**config.mk**
```make
export PLATFORM = sky130hd
export DESIGN_NAME = csbs_cross_cmp
export DESIGN_NICKNAME = d
export VERILOG_FILES = /design/src/rtl/cross_stencil_bright_spot_counter_unit_assert.svh /design/src/rtl/csbs_pkg.sv /design/src/rtl/csbs_cross_cmp.sv
export SDC_FILE = /design/constraint.sdc
export NUM_CORES = 1
export LEC_CHECK = 0
export BUFFER_PORTS_ARGS = -buffer_cell sky130_fd_sc_hd__buf_2
export CORE_UTILIZATION = 48
export DETAILED_ROUTE_END_ITERATION = 16
export PLACE_DENSITY = 0.82
export RECOVER_POWER = 100
export SYNTH_ARGS = -nofsm -noshare
export SYNTH_HDL_FRONTEND = slang
export SYNTH_SLANG_ARGS = --single-unit
```
**constraint.sdc**
```tcl
create_clock -name vclk -period 5.3
set_clock_uncertainty 0.15 [all_clocks]
set_input_delay 0.795 -clock vclk [all_inputs]
set_output_delay 0.795 -clock vclk [all_outputs]
set_load 0.05 [all_outputs]
```
**src/rtl/cross_stencil_bright_spot_counter_unit_assert.svh**
```systemverilog
// Assertion macros shared by the cross stencil counter RTL.
// Each macro expects a clock named clk and an active-low reset named arst_n in scope.
`ifndef CROSS_STENCIL_BRIGHT_SPOT_COUNTER_UNIT_ASSERT_SVH
`define CROSS_STENCIL_BRIGHT_SPOT_COUNTER_UNIT_ASSERT_SVH

// Consequent must hold in the same cycle as the antecedent.
`define CSBS_ASSERT_SAME(label, ante, cons, msg) \
	label: assert property (@(posedge clk) disable iff (!arst_n) (ante) |-> (cons)) \
		else $error(msg);

// Consequent must hold in the cycle after the antecedent.
`define CSBS_ASSERT_NEXT(label, ante, cons, msg) \
	label: assert property (@(posedge clk) disable iff (!arst_n) (ante) |=> (cons)) \
		else $error(msg);

`endif

```
**src/rtl/csbs_pkg.sv**
```systemverilog
// Shared types and constants for the cross stencil bright spot counter.
// No dependencies; imported by every module of the block.
package csbs_pkg;

	localparam int PIX_W      = 16;
	localparam int SIZE_W     = 11;
	localparam int CFG_DATA_W = 16;
	localparam int CFG_IDX_W  = 2;
	localparam int SUM_W      = 19;
	localparam int COUNT_W    = 20;

	localparam logic [CFG_IDX_W-1:0] REG_FRAME_WIDTH   = 2'd0;
	localparam logic [CFG_IDX_W-1:0] REG_FRAME_HEIGHT  = 2'd1;
	localparam logic [CFG_IDX_W-1:0] REG_AVG_THRESHOLD = 2'd2;

	localparam logic [CFG_DATA_W-1:0] THRESHOLD_RESET = 16'd6;
	localparam logic [COUNT_W-1:0]    COUNT_MAX       = {COUNT_W{1'b1}};

	// Where the current pixel sits in the frame.
	typedef struct packed {
		logic interior;   // the pixel above is a stencil centre
		logic row_end;
		logic frame_end;
	} pos_t;

endpackage

```
**src/rtl/csbs_cross_cmp.sv**
```systemverilog
// Five-point cross sum and comparison against the precomputed bright limit.
// Depends on csbs_pkg for widths.
module csbs_cross_cmp
	import csbs_pkg::*;
(
	input  logic [PIX_W-1:0] pixel,
	input  logic [PIX_W-1:0] up,
	input  logic [PIX_W-1:0] centre,
	input  logic [PIX_W-1:0] left,
	input  logic [PIX_W-1:0] right,
	input  logic [SUM_W-1:0] limit,
	output logic             bright
);

	logic [SUM_W-1:0] sum;

	assign sum    = (SUM_W'(up) + SUM_W'(centre)) + (SUM_W'(left) + SUM_W'(right))
		+ SUM_W'(pixel);
	assign bright = sum >= limit;

endmodule

```
==> key figures, run 1 <==
Status
  – Outcome: complete, but fails checks
  – Failing checks: negative setup slack

Finish
  – Area Overhead vs Synth: 39.17%
  – Post-route insts no fill: 548
  – Nets@finish: 664
  – Number of diodes: 0
  – Commonest cells after routing, fill and taps aside: inv_1 (134), buf_2 (98), fa_1 (46), buf_4 (41), ha_1 (34)
  – Most common cell after layout, fill and taps aside: inv_1
  – Final Cell Area: 0.003667 sq mm
  – FF+latch area: 0 sq um
  – Share of layout cells above drive strength 1: 34.52%
  – Clock buffers: 0
  – Num sequential: 0

STA
  – Hold_ws: 2.063 ns
  – RSZ-0062 raised after global routing: true
  – Final Hold Vio Count: 0
  – Max-slew violation count: 0
  – Worst setup margin: -0.8788 ns
  – Min Clock Period, post-route: 6.179 ns
  – Rel. slew slack: 75.04%
  – Crit share post-route: 116.6%
  – Worst-margin pin slew: 0.3719 ns
  – Maximum clock frequency: 161.8 MHz
  – Final setup violation count: 1

Power
  – Reg power frac: 0%
  – Comb pwr share: 100.0%
  – Pwr Total: 1.669 mW
  – Leak Pwr: 2.236 nW
  – Clock power frac: 0%
  – Psw: 0.8336 mW
  – Pint: 0.8355 mW
  – Max VDD drop: 0.2178 mV
  – Power Density: 455.1 mW/mm^2
  – Sw Share: 49.94%

Routing
  – Via count: 2575
  – DR iter-0 viols: 44
  – Via/cell ratio: 4.699
  – Wire per inst: 10.11 um
  – Antenna-violating nets left: 0
  – DRT Pass-1 Iters: 4
  – DRC violations left: 0
  – Final wirelength: 5.540 mm

Placed design
  – Dpl cell area: 0.003537 sq mm
  – Placer Congestion: 0.8631
  – Port bufs: 100
  – Detailed Place HPWL: 5.117 mm
  – Placed Cells incl. Taps: 543

Worst setup path
  – Levels on crit path: 22
  – Critical path class: input pin to primary output
  – Critical path's largest stage delay: 0.51 ns
  – Buf/Inv on CP: 7
  – CP dominant cell by count: inv_1
  – Slowest cell on crit path: fa_1
  – Max Fanout on Critical Path: 3
  – Crit. End Element: primary output
  – Worst EP arrival: 5.23 ns
  – Crit path launch type: input pin
  – Worst path cell trace: buf_2 > inv_1 > fa_1 > inv_1 > fa_1 > inv_1 > fa_1 > inv_1 > ha_1 > a21o_1 > and4_4 > o21ai_4 > nand2b_1 > or4_1 > nand4_1 > ha_1 > nand4_1 > nor3_2 > buf_4 > a211oi_4 > o221ai_4 > buf_6
  – Data required, critical path: 4.36 ns
  – Crit path max-delay family: adder cells

Yosys
  – Seq/Total Area, Yosys: 0%
  – Mapped Cells: 338
  – Syn_nets: 522
  – Synthesized area: 0.002635 sq mm
  – Avg Inst Size Synth: 7.796 sq um
  – Post-synth cell types: 33
  – Ys Warns: 0

Die
  – Die width: 76.09 um
  – Rows: 26
  – DIE AREA: 0.005790 sq mm
  – Die Ht: 76.09 um
  – Core area: 0.005205 sq mm
  – Starting Density: 50.62%
  – Io pins: 100

Clocking
  – Hold Buf Count CTS: 0

Global routing
  – Overall Global Routing Usage: 19.58%
  – Global-route wire length before repair: 9.749 mm
  – Initial antenna violation count: 0
  – Global route total overflow: 0
  – Largest net degree at the start of global routing: 8
  – Number of global-route vias before repair: 2626

Worst hold path
  – HP Class: input pin to primary output
  – Hold path depth: 6

Run
  – Max-Cap Viols: 0
## metal layers
layer,part of all wire (%),track usage (%)
met5,0,0
met2,57,41.64
met4,1.3,2.500
met3,5.0,1.198
met1,37,21.21
## per-stage QoR
step	util [%]	TNS (ns)	worst slack, ns
2_1_floorplan	-	-0.5367	-0.5367
3_3_place_gp	67.96	-0.8461	-0.8461
3_5_place_dp	67.96	-0.9718	-0.9718
4_1_cts	69.52	-0.8727	-0.8727
5_1_grt	70.46	-1.076	-1.076
6_report	70.46	-0.8788	-0.8788
## worst min-delay path, stage by stage
cell and delay (ns):
buf_2 0.10, inv_1 0.05, ha_1 0.18, a211oi_4 0.08
o221ai_4 0.06, buf_6 0.16
## area by class of cell
class | instances | area [sq um]
inverters | 136 | 510.5
well taps | 70 | 87.58
multi-input cells | 201 | 2248
repair buffers | 141 | 820.8
fillers | 476 | 1538
## Yosys cell counts
master | number | area share, %
nor3b_1 | 1 | 0.29
nor2b_1 | 6 | 1.4
o21ai_1 | 3 | 0.57
nor3_1 | 3 | 0.57
o311ai_1 | 1 | 0.33
nand2_1 | 13 | 1.9
o311a_1 | 2 | 0.76
o21ai_2 | 2 | 0.66
a21oi_1 | 21 | 4.0
xnor2_1 | 10 | 3.3
o21a_1 | 1 | 0.29
o31ai_1 | 1 | 0.29
xor2_1 | 1 | 0.33
inv_1 | 136 | 19
a211oi_1 | 3 | 0.85
or4_1 | 1 | 0.29
fa_1 | 47 | 36
and3_1 | 1 | 0.24
clkbuf_1 | 1 | 0.14
ha_1 | 38 | 18
and4_4 | 1 | 0.43
o221ai_1 | 1 | 0.33
a21o_1 | 6 | 1.7
or2_2 | 1 | 0.24
mux2i_1 | 3 | 1.1
o21ai_0 | 7 | 1.3
nor4_1 | 1 | 0.24
a31oi_1 | 4 | 0.95
nand3_1 | 5 | 0.95
nand4_1 | 4 | 0.95
nand2b_1 | 3 | 0.71
o21bai_1 | 2 | 0.57
nor2_1 | 8 | 1.1
## cell families (layout without fill, tap and decap cells)
| group | Yosys count | count (layout) | synth area share, % |
|---|---|---|---|
| fa+ha+maj | 85 | 85 | 53.75 |
| mux | 3 | 3 | 1.140 |
| buf+inv | 137 | 277 | 19.52 |
| xor+xnor | 11 | 11 | 3.656 |
| compound gates | 54 | 54 | 12.63 |
| simple gates | 48 | 48 | 9.307 |
## worst paths after layout
path,endpoint,slack (ns),startpoint
hold / removal,bright,2.06,limit[7]
setup / recovery,bright,-0.88,up[2]
## what timing repair did
item | in CTS | in global routing
pin swaps | 18 | 5
setup endpoints to repair | 1 | 1
hold endpoints to repair | 0 | 0
buffers inserted | 4 | 1
resized for setup | 14 | 9
## power groups by stage
stage | Sequential [mW] | Combinational [mW] | Clock [mW]
floorplan | 0 | 1.03 | 0
global placement | 0 | 1.48 | 0
detailed placement | 0 | 1.55 | 0
CTS | 0 | 1.63 | 0
global route | 0 | 1.88 | 0
finish | 0 | 1.67 | 0
Note: power is estimated with default switching activity, not from simulation.
==> run 2: changes to the inputs <==
CELL_PAD_IN_SITES_DETAIL_PLACEMENT = 1   (was not set)
CELL_PAD_IN_SITES_GLOBAL_PLACEMENT = 1   (was not set)
CORE_UTILIZATION = 30   (was 48)
PLACE_DENSITY = not set   (was 0.82)
PLACE_DENSITY_LB_ADDON = 0.1   (was not set)
==> run 2 against run 1 <==
Against the previous run: the flow still finishes with violations (negative setup slack); largest power group unchanged; sequential share of layout area is the same; setup slack worse by 0.14 ns; critical endpoint unchanged; critical path depth shrank 1; hold slack got worse by 0.043 ns; wire length increased by 14%; flip-flop and latch count is the same; cell count grew 7.5%.
==> key figures, run 2 (synthesized netlist as in run 1, its figures left out) <==
Power
  – Power Density: 463.9 mW/mm^2
  – Max VDD drop: 0.1428 mV
  – Leak Pwr: 2.282 nW
  – Comb pwr share: 100.0%
  – Clock power frac: 0%
  – Reg power frac: 0%
  – Pint: 0.8733 mW
  – Psw: 0.8987 mW
  – Sw Share: 50.72%

Finish
  – Num sequential: 0
  – Most common cell after layout, fill and taps aside: inv_1
  – Share of layout cells above drive strength 1: 36.36%
  – Nets@finish: 670
  – Layout fillers: 1088
  – Post-layout util: 45.80%
  – FF+latch area: 0 sq um
  – Number of diodes: 0
  – Clock buffers: 0
  – Commonest cells after routing, fill and taps aside: inv_1 (134), buf_2 (98), fa_1 (46), buf_4 (46), ha_1 (35)
  – Area Overhead vs Synth: 44.97%

Global routing
  – Global-route wire length before repair: 10.58 mm
  – Initial antenna violation count: 0
  – Overall Global Routing Usage: 13.87%
  – GR Util met3: 0.2370%
  – Largest net degree at the start of global routing: 8
  – Gr busiest metal: met2
  – Global route total overflow: 0
  – Met2 usage: 29.58%
  – Met1 Use GR: 15.98%
  – Number of global-route vias before repair: 2724

Worst setup path
  – Crit. End Element: primary output
  – Critical path class: input pin to primary output
  – Max Fanout on Critical Path: 3
  – Levels on crit path: 21
  – Slowest cell on crit path: fa_1
  – Crit path max-delay family: adder cells
  – Crit path launch: pixel[1]
  – Crit path launch type: input pin
  – Setup crit end: bright
  – Critical path's largest stage delay: 0.57 ns
  – Worst EP arrival: 5.37 ns
  – CP dominant cell by count: fa_1
  – Data required, critical path: 4.36 ns
  – Worst path cell trace: buf_6 > fa_1 > fa_1 > inv_2 > fa_1 > inv_1 > ha_2 > inv_2 > fa_2 > nand2b_4 > a21oi_4 > o311a_4 > o21ai_4 > mux2i_1 > nand3_1 > ha_2 > nand4_1 > nor3_2 > nand2_1 > o221ai_4 > buf_6
  – Buf/Inv on CP: 5

Die
  – Starting Density: 31.59%
  – Rows: 33
  – Die width: 95.72 um
  – Core area: 0.008341 sq mm
  – DIE AREA: 0.009162 sq mm
  – Io pins: 100
  – Die Ht: 95.72 um

STA
  – Worst setup margin: -1.014 ns
  – Min Clock Period, post-route: 6.314 ns
  – Crit share post-route: 119.1%
  – Hold_ws: 2.020 ns
  – Final Hold Vio Count: 0
  – Final setup violation count: 1
  – RSZ-0062 raised after global routing: true
  – Maximum clock frequency: 158.4 MHz
  – Max-slew violation count: 0
  – Rel. slew slack: 76.58%
  – Worst-margin pin slew: 0.3476 ns

Placed design
  – Port bufs: 100
  – Detailed Place HPWL: 5.710 mm
  – Placer Congestion: 0.6992
  – Pre-CTS WS: -1.139 ns

Run
  – Max-Cap Viols: 0

Status
  – Outcome: complete, but fails checks
  – Failing checks: negative setup slack

Clocking
  – Hold Buf Count CTS: 0

Routing
  – DRT Pass-1 Iters: 4
  – Wire per inst: 10.74 um
  – Via count: 2609
  – Antenna-violating nets left: 0
  – Final wirelength: 6.324 mm
  – Via/cell ratio: 4.430
  – DRC violations left: 0
  – DR iter-0 viols: 21

Worst hold path
  – HP Class: input pin to primary output
[run 2: how the worst min path moves through the flow]
stage | from | end | cells after the start
2_1_floorplan | limit[18] | bright | 4
4_1_cts | limit[18] | bright | 6
3_5_place_dp | limit[18] | bright | 6
6_report | limit[18] | bright | 6
3_3_place_gp | limit[18] | bright | 6
5_1_grt | limit[18] | bright | 6
[run 2: metal layers]
layer  share of wire (%)  up-vias
met5                   0        -
met1                  39     1243
li1                    -     1307
met4                   0        0
met3                 3.5        0
met2                  58       59
[run 2: cell type report]
| type | instances | area [sq um] | area share, % |
|---|---|---|---|
| multi-input cells | 201 | 2308 | 60.43 |
| inverters | 136 | 510.5 | 13.36 |
| repair buffers | 147 | 869.6 | 22.76 |
| well taps | 105 | 131.4 | 3.439 |
[run 2: tightest hold or removal path: cells and delay by family]
kind	cells	cell delay [ns]
AOI/OAI and AO/OA	2	0.11
adders and majority gates	1	0.16
buffers and inverters	3	0.31
[run 2: timing repair]
item                       CTS  global route
pin swaps                    8            25
gates resized for setup      6            26
setup endpoints to repair    1             1
setup buffers                2            11
[run 2: power by group through the flow]
stage / registers (mW) / clock network (mW) / logic, mW
after floorplan: 0 / 0 / 1.03
after detailed placement: 0 / 0 / 1.56
after global routing: 0 / 0 / 2.01
after CTS: 0 / 0 / 1.60
final: 0 / 0 / 1.77
after global placement: 0 / 0 / 1.51
[run 2: per-stage QoR]
step                instance area [sq um]  power (mW)  TNS (ns)  instances
floorplan                            2683       1.031   -0.5367        338
global placement                     3566       1.508    -1.068        576
detailed placement                   3566       1.560    -1.139        576
CTS                                  3605       1.603    -1.059        578
global route                         3820       2.008    -1.277        589
finish                               3820       1.772    -1.014        589
==> run 3: changes to the inputs <==
CELL_PAD_IN_SITES_DETAIL_PLACEMENT = not set   (was 1)
CELL_PAD_IN_SITES_GLOBAL_PLACEMENT = not set   (was 1)
GPL_TIMING_DRIVEN = 0   (was not set)
PLACE_DENSITY_LB_ADDON = not set   (was 0.1)
SETUP_SLACK_MARGIN = 0.5   (was not set)
==> run 3 against run 2 <==
Against the previous run: the run still ends with negative setup slack left; clock-buffer cell count stayed put; via count fell by 9.5%; cell count down 7.3%; combinational power fell by 23%; maximum frequency increased by 2.4%; first-iteration DRC count is 38% higher; sequential share of layout area is the same; critical endpoint unchanged.
==> key figures, run 3 (synthesized netlist as in run 1, its figures left out) <==
Status
  – Outcome: complete, but fails checks
  – Failing checks: negative setup slack

Placed design
  – Pre-CTS WS: -1.092 ns
  – Placed Cells incl. Taps: 543
  – Port bufs: 100
  – Detailed Place HPWL: 4.761 mm
  – Placer Congestion: 0.7753

STA
  – Maximum clock frequency: 162.1 MHz
  – Final setup violation count: 1
  – RSZ-0062 raised after global routing: true
  – Crit share post-route: 116.4%
  – Max-slew violation count: 0
  – Hold_ws: 2.025 ns
  – Min Clock Period, post-route: 6.168 ns
  – Worst-margin pin slew: 0.4741 ns
  – Rel. slew slack: 68.18%
  – Worst setup margin: -0.8683 ns
  – Final Hold Vio Count: 0

Worst setup path
  – Data required, critical path: 4.36 ns
  – Crit. End Element: primary output
  – Max Fanout on Critical Path: 6
  – Worst EP arrival: 5.22 ns
  – Critical path class: input pin to primary output
  – Crit path launch type: input pin

Power
  – Leak Pwr: 2.052 nW
  – Power Density: 397.6 mW/mm^2
  – Max VDD drop: 0.1199 mV

Worst hold path
  – HP Class: input pin to primary output

Global routing
  – Number of global-route vias before repair: 2269
  – Overall Global Routing Usage: 11.26%
  – Global route total overflow: 0
  – Initial antenna violation count: 0
  – Largest net degree at the start of global routing: 9
  – Global-route wire length before repair: 8.638 mm

Finish
  – Number of diodes: 0
  – Commonest cells after routing, fill and taps aside: inv_1 (134), buf_2 (97), fa_1 (46), ha_1 (35), a21oi_1 (19)
  – Post-layout util: 41.40%
  – Post-route insts no fill: 546
  – Clock buffers: 0
  – Num sequential: 0
  – Layout fillers: 874
  – Most common cell after layout, fill and taps aside: inv_1
  – Share of layout cells above drive strength 1: 28.80%
  – Area Overhead vs Synth: 31.05%
  – Multi-input logic area: 0.002266 sq mm
  – Nets@finish: 627
  – FF+latch area: 0 sq um

Die
  – Die width: 95.72 um
  – Core area: 0.008341 sq mm
  – Rows: 33
  – Starting Density: 31.59%
  – Die Ht: 95.72 um
  – Io pins: 100
  – DIE AREA: 0.009162 sq mm

Routing
  – DRT Pass-1 Iters: 5
  – Wire per inst: 9.289 um
  – Antenna-violating nets left: 0
  – Via count: 2361
  – DR iter-0 viols: 29
  – Final wirelength: 5.072 mm
  – DRC violations left: 0
  – Via/cell ratio: 4.324

Clocking
  – Hold Buf Count CTS: 0

Run
  – Max-Cap Viols: 0
==> run 3: cell types whose count changed in the layout (fill, tap and decap cells not counted), moves of 2 or more <==
cell / change
a21oi_2: -2
buf_4: -43
a31oi_1: +2
a21oi_1: +2
==> run 3: cell type report <==
class | count | share of cell area (%)
buffer | 1 | 0.1087
inverter | 136 | 14.78
tap | 105 | 3.804
timing repair buffer | 103 | 15.69
multi-input combinational | 201 | 65.62
==> run 3: worst paths after layout <==
kind	from	end	slack [ns]	cells after the start
max	pixel[5]	bright	-0.87	21
min	limit[18]	bright	2.02	6
==> run 3: repair_timing <==
action                     in CTS  in global routing
setup endpoints to repair       1                  1
setup buffers                   2                  1
pin swaps                       6                 18
resized for setup              14                 11
==> run 3: worst max-delay path: stages <==
cell and delay [ns]:
buf_2 0.07, inv_1 0.04, fa_1 0.52, inv_1 0.05, fa_1 0.49, inv_1 0.05
fa_1 0.49, inv_1 0.04, ha_1 0.38, a21oi_1 0.21, nand2_1 0.14, o21ai_4 0.21
nand2b_1 0.11, or4_1 0.41, nand4_1 0.11, ha_1 0.25, a21o_1 0.18, a21o_1 0.18
a21oi_2 0.17, o221ai_4 0.12, buf_6 0.17
==> run 3: metal layers <==
metal  vias to the layer above  track usage [%]  routed length, um
met2                        70            23.15               2694
met3                         0            1.106                337
met5                         -                0                  0
met4                         0                0                  0
met1                      1065            13.13               2039
li1                       1226                -                  -
==> run 3: power by group <==
| group | switching, mW | internal [mW] | total, mW |
|---|---|---|---|
| sequential | 0 | 0 | 0 |
| clock | 0 | 0 | 0 |
| combinational | 0.750 | 0.622 | 1.37 |
| total | 0.750 | 0.622 | 1.37 |
==> run 3: stage by stage <==
stage | power (mW) | cell area (sq um) | setup TNS (ns)
after floorplan | 1.031 | 2683 | -0.5367
after global placement | 1.251 | 3314 | -1.046
after detailed placement | 1.285 | 3314 | -1.092
after CTS | 1.360 | 3396 | -0.9551
after global routing | 1.590 | 3453 | -1.097
final | 1.373 | 3453 | -0.8683
