`src/rtl/cross_stencil_bright_spot_counter_unit_assert.svh`:
```
// Assertion macros shared by the cross stencil counter RTL.
// Each macro expects a clock named clk and an active-low reset named arst_n in scope.
`ifndef CROSS_STENCIL_BRIGHT_SPOT_COUNTER_UNIT_ASSERT_SVH
`define CROSS_STENCIL_BRIGHT_SPOT_COUNTER_UNIT_ASSERT_SVH

// Consequent must hold in the same cycle as the antecedent.
`define CSBS_ASSERT_SAME(label, ante, cons, msg) \
	label: assert property (@(posedge clk) disable iff (!arst_n) (ante) |-> (cons)) \
		else $error(msg);

// Consequent must hold in the cycle after the antecedent.
`define CSBS_ASSERT_NEXT(label, ante, cons, msg) \
	label: assert property (@(posedge clk) disable iff (!arst_n) (ante) |=> (cons)) \
		else $error(msg);

`endif

```
`src/rtl/csbs_pkg.sv`:
```
// Shared types and constants for the cross stencil bright spot counter.
// No dependencies; imported by every module of the block.
package csbs_pkg;

	localparam int PIX_W      = 16;
	localparam int SIZE_W     = 11;
	localparam int CFG_DATA_W = 16;
	localparam int CFG_IDX_W  = 2;
	localparam int SUM_W      = 19;
	localparam int COUNT_W    = 20;

	localparam logic [CFG_IDX_W-1:0] REG_FRAME_WIDTH   = 2'd0;
	localparam logic [CFG_IDX_W-1:0] REG_FRAME_HEIGHT  = 2'd1;
	localparam logic [CFG_IDX_W-1:0] REG_AVG_THRESHOLD = 2'd2;

	localparam logic [CFG_DATA_W-1:0] THRESHOLD_RESET = 16'd6;
	localparam logic [COUNT_W-1:0]    COUNT_MAX       = {COUNT_W{1'b1}};

	// Where the current pixel sits in the frame.
	typedef struct packed {
		logic interior;   // the pixel above is a stencil centre
		logic row_end;
		logic frame_end;
	} pos_t;

endpackage

```
`src/rtl/csbs_raster_ctr.sv`:
```
// Raster position tracker: column and row of the next pixel, with wrap at frame size.
// Depends on csbs_pkg for pos_t.
module csbs_raster_ctr
	import csbs_pkg::*;
#(
	parameter int MAX_WIDTH  = 1024,
	parameter int MAX_HEIGHT = 1024
) (
	input  logic                            clk,
	input  logic                            arst_n,
	input  logic                            restart,
	input  logic                            advance,
	input  logic [$clog2(MAX_WIDTH+1)-1:0]  width,
	input  logic [$clog2(MAX_HEIGHT+1)-1:0] height,
	output logic [$clog2(MAX_WIDTH)-1:0]    col,
	output pos_t                            pos
);

	localparam int CW = $clog2(MAX_WIDTH);
	localparam int WW = $clog2(MAX_WIDTH + 1);
	localparam int RW = $clog2(MAX_HEIGHT);
	localparam int HW = $clog2(MAX_HEIGHT + 1);

	logic [CW-1:0] col_q;
	logic [RW-1:0] row_q;
	logic          col_inner;
	logic          row_last;

	assign col_inner = (WW'(col_q) + WW'(1)) < width;
	assign row_last  = (HW'(row_q) + HW'(1)) >= height;

	assign col = col_q;

	always_comb begin
		pos.interior  = (row_q >= RW'(2)) && (col_q != '0) && col_inner;
		pos.row_end   = !col_inner;
		pos.frame_end = !col_inner && row_last;
	end

	always_ff @(posedge clk or negedge arst_n) begin
		if (!arst_n) begin
			col_q <= '0;
			row_q <= '0;
		end else if (restart) begin
			col_q <= '0;
			row_q <= '0;
		end else if (advance) begin
			if (pos.row_end) begin
				col_q <= '0;
				row_q <= pos.frame_end ? '0 : row_q + RW'(1);
			end else begin
				col_q <= col_q + CW'(1);
			end
		end
	end

endmodule

```
`config.mk`:
```
export PLATFORM = sky130hd
export DESIGN_NAME = csbs_raster_ctr
export DESIGN_NICKNAME = d
export VERILOG_FILES = /design/src/rtl/cross_stencil_bright_spot_counter_unit_assert.svh /design/src/rtl/csbs_pkg.sv /design/src/rtl/csbs_raster_ctr.sv
export SDC_FILE = /design/constraint.sdc
export NUM_CORES = 1
export LEC_CHECK = 0
export ABC_AREA = 1
export BUFFER_PORTS_ARGS = -buffer_cell sky130_fd_sc_hd__buf_2
export CAP_MARGIN = 0
export CORE_MARGIN = 3
export CORE_UTILIZATION = 40
export CTS_BUF_LIST = sky130_fd_sc_hd__clkbuf_2 sky130_fd_sc_hd__clkbuf_4 sky130_fd_sc_hd__clkbuf_8
export CTS_CLUSTER_DIAMETER = 60
export DETAILED_ROUTE_END_ITERATION = 16
export GPL_ROUTABILITY_DRIVEN = 0
export GPL_TIMING_DRIVEN = 0
export PLACE_DENSITY_LB_ADDON = 0.3
export RECOVER_POWER = 25
export SYNTH_ARGS = -nofsm -noshare
export SYNTH_HDL_FRONTEND = slang
export SYNTH_SLANG_ARGS = --single-unit
```
`constraint.sdc`:
```
create_clock -name clk -period 2.6 [get_ports clk]
set_input_delay 0.13 -clock clk [delete_from_list [all_inputs] [get_ports clk]]
set_output_delay 0.13 -clock clk [all_outputs]
set_load 0.05 [all_outputs]
```
==> results.json, run 1 <==
{
  "worstPathMaxFanout": 5,
  "synth-xor-area-share": 0.0548,
  "synthToLayoutAreaGrowth_pct": 40.4,
  "htree_levels": 1,
  "regArea_um2": 519,
  "p_seq_frac": 0.416,
  "setup_violations": 2,
  "mostFrequentLayoutCell": "inv_1",
  "tns_ps": -55.3,
  "ant_nets": 0,
  "synth_seq_cells": 20,
  "clk_latency_ps": 260,
  "required_ps": 2470,
  "grt_pass1_vias": 1803,
  "outcome": "complete, but fails checks",
  "startpoint_type": "register",
  "wl_per_cell_um": 12.5,
  "whs_ps": 201,
  "n_antenna_cell": 0,
  "synthesis.area_um2": 1920,
  "hp-class": "input pin to register",
  "fin_util": 0.598,
  "cts_made_buffers": 3,
  "hold_violations": 0,
  "vias": 1875,
  "switchingPower_uw": 274,
  "drv_slew": 0,
  "netlist_instances": 267,
  "crit_type": "register to output pin",
  "maxCapViolations": 0,
  "fin_crit_sh": 1.02,
  "clkTransAtPathRegs_ps": 70,
  "p_per_area_nw_per_um2": 308,
  "p_comb_frac": 0.320,
  "clockBufferDepth": 2,
  "synth_compound_area_frac": 0.110,
  "fin_nets": 384,
  "drt_pass1_iterations": 4,
  "start_util": 0.426,
  "fp.dieH_um": 75.2,
  "internal-power_uw": 555,
  "violations": "negative setup slack",
  "synthAdderAreaFrac": 0.163,
  "worstPathArrival_ps": 2530,
  "portBuffers": 38,
  "place_hpwl_mm": 3.36,
  "routed_wl_mm": 4.82,
  "post-place-cells": 357,
  "yosysWarnings": 0,
  "ioPinCount": 39,
  "drc": 0,
  "cts_root_buffer": "clkbuf_8",
  "syn_nets": 318,
  "synth-seq-area-share": 0.261,
  "worst_pin_slew_ps": 1060,
  "grt-ovfl-total": 0,
  "clkPwrFrac": 0.264,
  "core_area_um2": 4500,
  "syn_area_per_cell_um2": 7.18,
  "multi_input_area_um2": 1400,
  "grt_antenna_before_repair": 0,
  "fin_crit_ps": 2660,
  "grt_max_degree": 21,
  "vdd_drop_max_mv": 0.181,
  "layoutNonFillerInstCount": 384,
  "cts_tree": "yes",
  "rows": 24,
  "drt_iter0_markers": 35,
  "switching_share": 0.331,
  "yosys.area_share.simple": 0.275,
  "final_cell_mix": "inv_1 (54), nand2_1 (51), buf_2 (35)",
  "fin_skew_ps": 5.83,
  "fin_ws_ps": -55.2,
  "grt_pass1_wl_mm": 7.81,
  "slew_headroom": 0.296,
  "max_freq_mhz": 377,
  "ys_types": 28,
  "static-leakage-power_nw": 1.45,
  "synth_top_family_by_area": "simple AND/OR/NAND/NOR gates",
  "critPathCaptureType": "output pin",
  "grt_use_total": 0.177,
  "synth_mux_area_frac": 0,
  "drive_gt1_frac": 0.395,
  "rsz0062_at_grt": "true",
  "clock_sinks": 20,
  "n_fill_cell": 422,
  "dieArea_um2": 5660,
  "die_x_um": 75.2,
  "viasPerCell": 4.88
}
critical path, stage by stage, from the launching register on:
cell,delay [ps]
dfrtp_2,400
clkinvlp_4,160
buf_4,190
nor2_4,120
nand2_2,80
o21ai_1,120
nand2_1,90
inv_2,80
ha_4,210
a21oi_2,130
nor2_2,60
nor2_4,100
nand3_4,130
a211oi_4,210
buf_6,190
what timing repair did:
action	4_1_cts	5_1_grt
setup buffers	14	9
hold endpoints to repair	20	0
setup endpoints to repair	13	23
gates resized for setup	26	30
hold buffers	1	0
pin swaps	12	18
path summary, 6_finish.rpt:
path | slack (ps) | depth (start not counted) | to | from
setup / recovery | -60 | 14 | pos[2] | col[4]$_DFFE_PN0P_
hold / removal | 200 | 4 | col[0]$_DFFE_PN0P_ | advance
setup reg to reg | 10 | 17 | row_q[3]$_DFFE_PN0P_ | col[4]$_DFFE_PN0P_
hold reg to reg | 550 | 2 | row_q[4]$_DFFE_PN0P_ | row_q[4]$_DFFE_PN0P_
max in group asynchronous | 1270 | 2 | col[0]$_DFFE_PN0P_ | arst_n
min in group asynchronous | 570 | 2 | row_q[4]$_DFFE_PN0P_ | arst_n
final cells by class:
cell class | count | share of cell area
Buffer | 3 | 0.0116
Inverter | 59 | 0.0851
Timing Repair Buffer | 62 | 0.148
Multi-Input combinational cell | 184 | 0.520
Tap cell | 52 | 0.0242
Sequential cell | 20 | 0.193
Clock buffer | 4 | 0.0181
power by group through the flow:
stage	clock, mW	sequential [mW]	combinational [mW]
after floorplan	0	0.363	0.141
after global placement	0	0.352	0.213
after detailed placement	0	0.353	0.220
after CTS	0.227	0.342	0.256
after global routing	0.234	0.347	0.304
final	0.218	0.345	0.266
cell usage after synthesis (all sizes together):
library cell / instances / share of area
nor3: 6 / 0.016
o22ai: 5 / 0.016
dfrtp: 20 / 0.26
inv: 58 / 0.11
nand4: 3 / 0.0098
a21o: 2 / 0.0078
clkinv: 1 / 0.0020
o21ai: 17 / 0.062
o21bai: 1 / 0.0039
xnor2: 1 / 0.0046
nand2: 58 / 0.12
nor4: 2 / 0.0065
xor2: 11 / 0.050
a211oi: 1 / 0.0039
nand3: 27 / 0.080
buf: 4 / 0.020
a21oi: 6 / 0.016
nor2: 19 / 0.045
ha: 25 / 0.16
logic make-up after synthesis:
logic type                 after synthesis
buffers and inverters                   63
xor gates and xnor gates                12
AOI/OAI and AO/OA                       32
DFF                                     20
and+or+nand+nor                        115
adders and majority gates               25
sequential cells by signal, indices dropped and copies added, names as in the netlist:
signal	cells
col	10
row_q	10
per-stage QoR:
stage                     total power, mW  area (um^2)  setup WS (ps)
final                               0.829         2690          -55.2
after global routing                0.884         2690           -182
after global placement              0.565         2220           -145
after floorplan                     0.504         1960          -82.5
after CTS                           0.825         2480          -50.3
after detailed placement            0.574         2220           -145
layer usage:
metal  GRT usage  vias up  wire length [um]
met4      0.0680        0                63
met2       0.322       37              2570
met5           0        -                 0
met3      0.0174        6               148
li1            -      978                 -
met1       0.213      854              2040
Note: power is estimated with default switching activity, not from simulation.
==> run 2: changes to the inputs <==
Settings changed: CORE_MARGIN 3 to 2.
==> results.json, run 2 (same netlist as run 1, synthesis figures left out) <==
{
  "setup_violations": 2,
  "max_freq_mhz": 383,
  "outcome": "complete, but fails checks",
  "grt_use_total": 0.179,
  "fin_crit_ps": 2610,
  "start_util": 0.411,
  "clkPwrFrac": 0.279,
  "fin_util": 0.573,
  "grt_max_degree": 21,
  "core_area_um2": 4660,
  "die_x_um": 73.2,
  "ant_nets": 0,
  "wl_per_cell_um": 11.3,
  "viasPerCell": 4.84,
  "synthToLayoutAreaGrowth_pct": 39.4,
  "dieArea_um2": 5360,
  "place_hpwl_mm": 3.23,
  "clk_latency_ps": 260,
  "fp.dieH_um": 73.2,
  "vdd_drop_max_mv": 0.175,
  "fin_crit_sh": 1.00,
  "required_ps": 2470,
  "drive_gt1_frac": 0.377,
  "switchingPower_uw": 272,
  "crit_type": "register to output pin",
  "grt_pass1_wl_mm": 7.70,
  "clockBufferDepth": 2,
  "fin_nets": 389,
  "cts_made_buffers": 3,
  "p_seq_frac": 0.412,
  "cts_tree": "yes",
  "rsz0062_at_grt": "true",
  "critPathCaptureType": "output pin",
  "whs_ps": 177,
  "hp-class": "input pin to register",
  "final_cell_mix": "inv_1 (55), nand2_1 (52), buf_2 (35)",
  "n_antenna_cell": 0,
  "worstPathArrival_ps": 2480,
  "fin_skew_ps": 8.93,
  "grt-ovfl-total": 0,
  "cts_root_buffer": "clkbuf_8",
  "hold_violations": 0,
  "maxCapViolations": 0,
  "multi_input_area_um2": 1340,
  "p_comb_frac": 0.308,
  "vias": 1891,
  "switching_share": 0.325,
  "routed_wl_mm": 4.43,
  "internal-power_uw": 564,
  "drt_iter0_markers": 102,
  "slew_headroom": 0.286,
  "htree_levels": 1,
  "rows": 25,
  "clkTransAtPathRegs_ps": 80,
  "dpl_worst_slack_ps": -175,
  "grt_pass1_vias": 1818,
  "mostFrequentLayoutCell": "inv_1",
  "ioPinCount": 39,
  "fin_ws_ps": -12.1,
  "clock_sinks": 20,
  "drt_pass1_iterations": 4,
  "startpoint_type": "register",
  "drc": 0,
  "static-leakage-power_nw": 1.45,
  "final_cell_area_um2": 2670,
  "n_fill_cell": 434,
  "tns_ps": -18.5,
  "p_per_area_nw_per_um2": 313,
  "violations": "negative setup slack",
  "portBuffers": 38,
  "worst_pin_slew_ps": 1070,
  "drv_slew": 0,
  "placed_area_um2": 2220,
  "grt_antenna_before_repair": 0,
  "regArea_um2": 518,
  "worstPathMaxFanout": 4
}
## run 2: stage by stage
| step | std cells | total power, mW |
|---|---|---|
| after floorplan | 267 | 0.504 |
| after global placement | 359 | 0.565 |
| after detailed placement | 359 | 0.570 |
| after CTS | 390 | 0.837 |
| after global routing | 391 | 0.898 |
| final | 391 | 0.836 |
## run 2: path summary, 6_finish.rpt
path                                 startpoint                    to  slack, ps  cells past startpoint
min in group asynchronous                arst_n  row_q[4]$_DFFE_PN0P_        580                      2
max                          col[0]$_DFFE_PN0P_                pos[0]        -10                     16
min                                     advance    col[0]$_DFFE_PN0P_        180                      4
max in group asynchronous                arst_n    col[0]$_DFFE_PN0P_       1250                      2
max reg2reg                  col[4]$_DFFE_PN0P_  row_q[0]$_DFFE_PN0P_        -10                     17
min reg2reg                row_q[7]$_DFFE_PN0P_  row_q[7]$_DFFE_PN0P_        560                      2
## run 2: layout make-up
class / instances / share of cell area
Buffer: 4 / 0.0159
Clock buffer: 4 / 0.0206
Inverter: 59 / 0.0843
Multi-Input combinational cell: 184 / 0.501
Sequential cell: 20 / 0.194
Tap cell: 54 / 0.0253
Timing Repair Buffer: 66 / 0.159
## run 2: timing repair
| item | CTS | global route |
|---|---|---|
| setup endpoints to repair | 12 | 22 |
| buffers inserted | 26 | 2 |
| hold buffers | 1 | 0 |
| hold endpoints to repair | 20 | 0 |
| resized for setup | 30 | 15 |
| pin swaps | 16 | 3 |
## run 2: worst max-delay path, cell delays in order, from the launching register on
cell        delay [ps]
dfrtp_4            470
ha_4               160
nand3_4             80
nor2_4             120
nand2_2             70
o21ai_2            100
nand2_1             80
inv_2               70
ha_4               190
a21oi_2            140
nor2_2              70
nor2_4             120
nand3_4            110
nand2_2             90
buf_6              110
clkinvlp_4          80
buf_8              150
## run 2: metal layers
layer  GRT usage  part of all wire
met5           0                 0
met3      0.0110             0.033
met1       0.217              0.44
met2       0.329              0.51
met4      0.0638             0.014
## run 2: power by group through the flow
stage                     combinational [mW]  clock (mW)  sequential, mW
final                                  0.258       0.233           0.345
after CTS                              0.255       0.238           0.344
after floorplan                        0.141           0           0.363
after detailed placement               0.217           0           0.353
after global placement                 0.213           0           0.353
after global routing                   0.292       0.258           0.347
==> run 3: changes to the inputs <==
Settings changed: PLACE_DENSITY_LB_ADDON 0.3 to not set.
==> results.json, run 3 (same netlist as run 1, synthesis figures left out) <==
{
  "drc": 0,
  "grt_pass1_vias": 1742,
  "p_seq_frac": 0.413,
  "switching_share": 0.329,
  "worstPathCellList": "buf_4, nand3_4, nor3_4, xor2_1, inv_1, ha_1, nand2_1, inv_1, nand2_1, nand2_1, nand2_2, nand3_4, a211oi_4, buf_6",
  "start_util": 0.411,
  "grt_antenna_before_repair": 0,
  "synthToLayoutAreaGrowth_pct": 38.8,
  "startpoint_type": "register",
  "switchingPower_uw": 273,
  "n_fill_cell": 450,
  "outcome": "complete, but fails checks",
  "rsz0062_at_grt": "true",
  "clkPwrFrac": 0.265,
  "static-leakage-power_nw": 1.46,
  "grt_max_degree": 21,
  "max_freq_mhz": 379,
  "dpl_worst_slack_ps": -156,
  "worst_pin_slew_ps": 1080,
  "viasPerCell": 4.85,
  "ioPinCount": 39,
  "rows": 25,
  "whs_ps": 178,
  "fin_crit_ps": 2640,
  "grt_use_total": 0.174,
  "slew_headroom": 0.277,
  "fin_ws_ps": -37.2,
  "worstPathMaxFanout": 4,
  "final_cell_mix": "inv_1 (55), nand2_1 (52), buf_2 (35)",
  "cts_made_buffers": 3,
  "vias": 1895,
  "grt-ovfl-total": 0,
  "dieArea_um2": 5360,
  "fin_util": 0.571,
  "core_area_um2": 4660,
  "setup_violations": 2,
  "crit_slowest_cell": "dfrtp_4",
  "crit_type": "register to output pin",
  "clkTransAtPathRegs_ps": 70,
  "drt_pass1_iterations": 4,
  "hold_violations": 0,
  "multi_input_area_um2": 1330,
  "mostFrequentLayoutCell": "inv_1",
  "worstPathArrival_ps": 2510,
  "die_x_um": 73.2,
  "regArea_um2": 518,
  "fin_skew_ps": 5.33,
  "grt_pass1_wl_mm": 7.36,
  "routed_wl_mm": 4.53,
  "place_hpwl_mm": 3.35,
  "hp-class": "input pin to register",
  "fin_crit_sh": 1.01,
  "fp.dieH_um": 73.2,
  "maxCapViolations": 0,
  "fin_nets": 389,
  "tns_ps": -68.0,
  "critPathCaptureType": "output pin",
  "required_ps": 2470,
  "wl_per_cell_um": 11.6,
  "internal-power_uw": 557,
  "portBuffers": 38,
  "critical_path.max_stage_delay_ps": 450,
  "vdd_drop_max_mv": 0.185,
  "drv_slew": 0,
  "p_per_area_nw_per_um2": 312,
  "worst_path_most_repeated_cell": "nand2_1",
  "drt_iter0_markers": 93,
  "cts_tree": "yes",
  "n_antenna_cell": 0,
  "drive_gt1_frac": 0.371,
  "clockBufferDepth": 2,
  "clk_latency_ps": 260,
  "cts_root_buffer": "clkbuf_8",
  "htree_levels": 1,
  "p_comb_frac": 0.322,
  "ant_nets": 0,
  "clock_sinks": 20,
  "violations": "negative setup slack"
}
-- run 3: cell counts in the layout (fill, tap and decap cells not counted) --
No cell type changed its count.
-- run 3: worst paths after layout --
| kind | startpoint | endpoint | slack [ps] | depth (start not counted) |
|---|---|---|---|---|
| worst max-delay path | col[0]$_DFFE_PN0P_ | pos[2] | -40 | 14 |
| worst min-delay path | advance | col[0]$_DFFE_PN0P_ | 180 | 4 |
| worst max register to register | col[0]$_DFFE_PN0P_ | row_q[7]$_DFFE_PN0P_ | 10 | 16 |
| worst min register to register | row_q[7]$_DFFE_PN0P_ | row_q[7]$_DFFE_PN0P_ | 550 | 2 |
| max in group asynchronous | arst_n | col[0]$_DFFE_PN0P_ | 1240 | 2 |
| min in group asynchronous | arst_n | row_q[6]$_DFFE_PN0P_ | 590 | 2 |
-- run 3: layout make-up --
type | count | share of cell area
buffer | 3 | 0.0118
clock buffer | 4 | 0.0183
inverter | 59 | 0.0847
multi-input combinational | 184 | 0.500
sequential | 20 | 0.195
tap | 54 | 0.0254
timing repair buffer | 67 | 0.165
-- run 3: per-layer routing --
layer	vias to the layer above	global-route usage	wire length [um]
li1	994	-	-
met1	848	0.199	1900
met2	47	0.334	2400
met3	6	0.0110	163
met4	0	0.0638	74
met5	-	0	0
-- run 3: worst max-delay path: cells and delay by family (launching register included) --
kind                       cells  cell delay (ps)
AOI/OAI and AO/OA              1              200
xor gates and xnor gates       1              250
adders and majority gates      1              270
buffers and inverters          4              440
DFF                            1              450
and+or+nand+nor                7              640
-- run 3: what timing repair did --
action	4_1_cts	5_1_grt
endpoints found under the setup margin	12	23
pin swaps	11	18
setup buffers	24	4
resized for setup	25	21
gates cloned	0	1
hold buffers	1	0
endpoints found under the hold margin	20	0
-- run 3: power groups by stage --
stage	clock [mW]	combinational, mW	sequential (mW)
2_1_floorplan	0	0.141	0.363
3_3_place_gp	0	0.214	0.353
3_5_place_dp	0	0.217	0.353
4_1_cts	0.229	0.253	0.345
5_1_grt	0.244	0.303	0.344
6_report	0.220	0.267	0.342
-- run 3: stage by stage --
| stage | std cells | power, mW | area (um^2) |
|---|---|---|---|
| after floorplan | 267 | 0.504 | 1960 |
| after CTS | 388 | 0.827 | 2570 |
| after global placement | 359 | 0.566 | 2220 |
| after global routing | 391 | 0.891 | 2660 |
| final | 391 | 0.830 | 2660 |
| after detailed placement | 359 | 0.570 | 2220 |
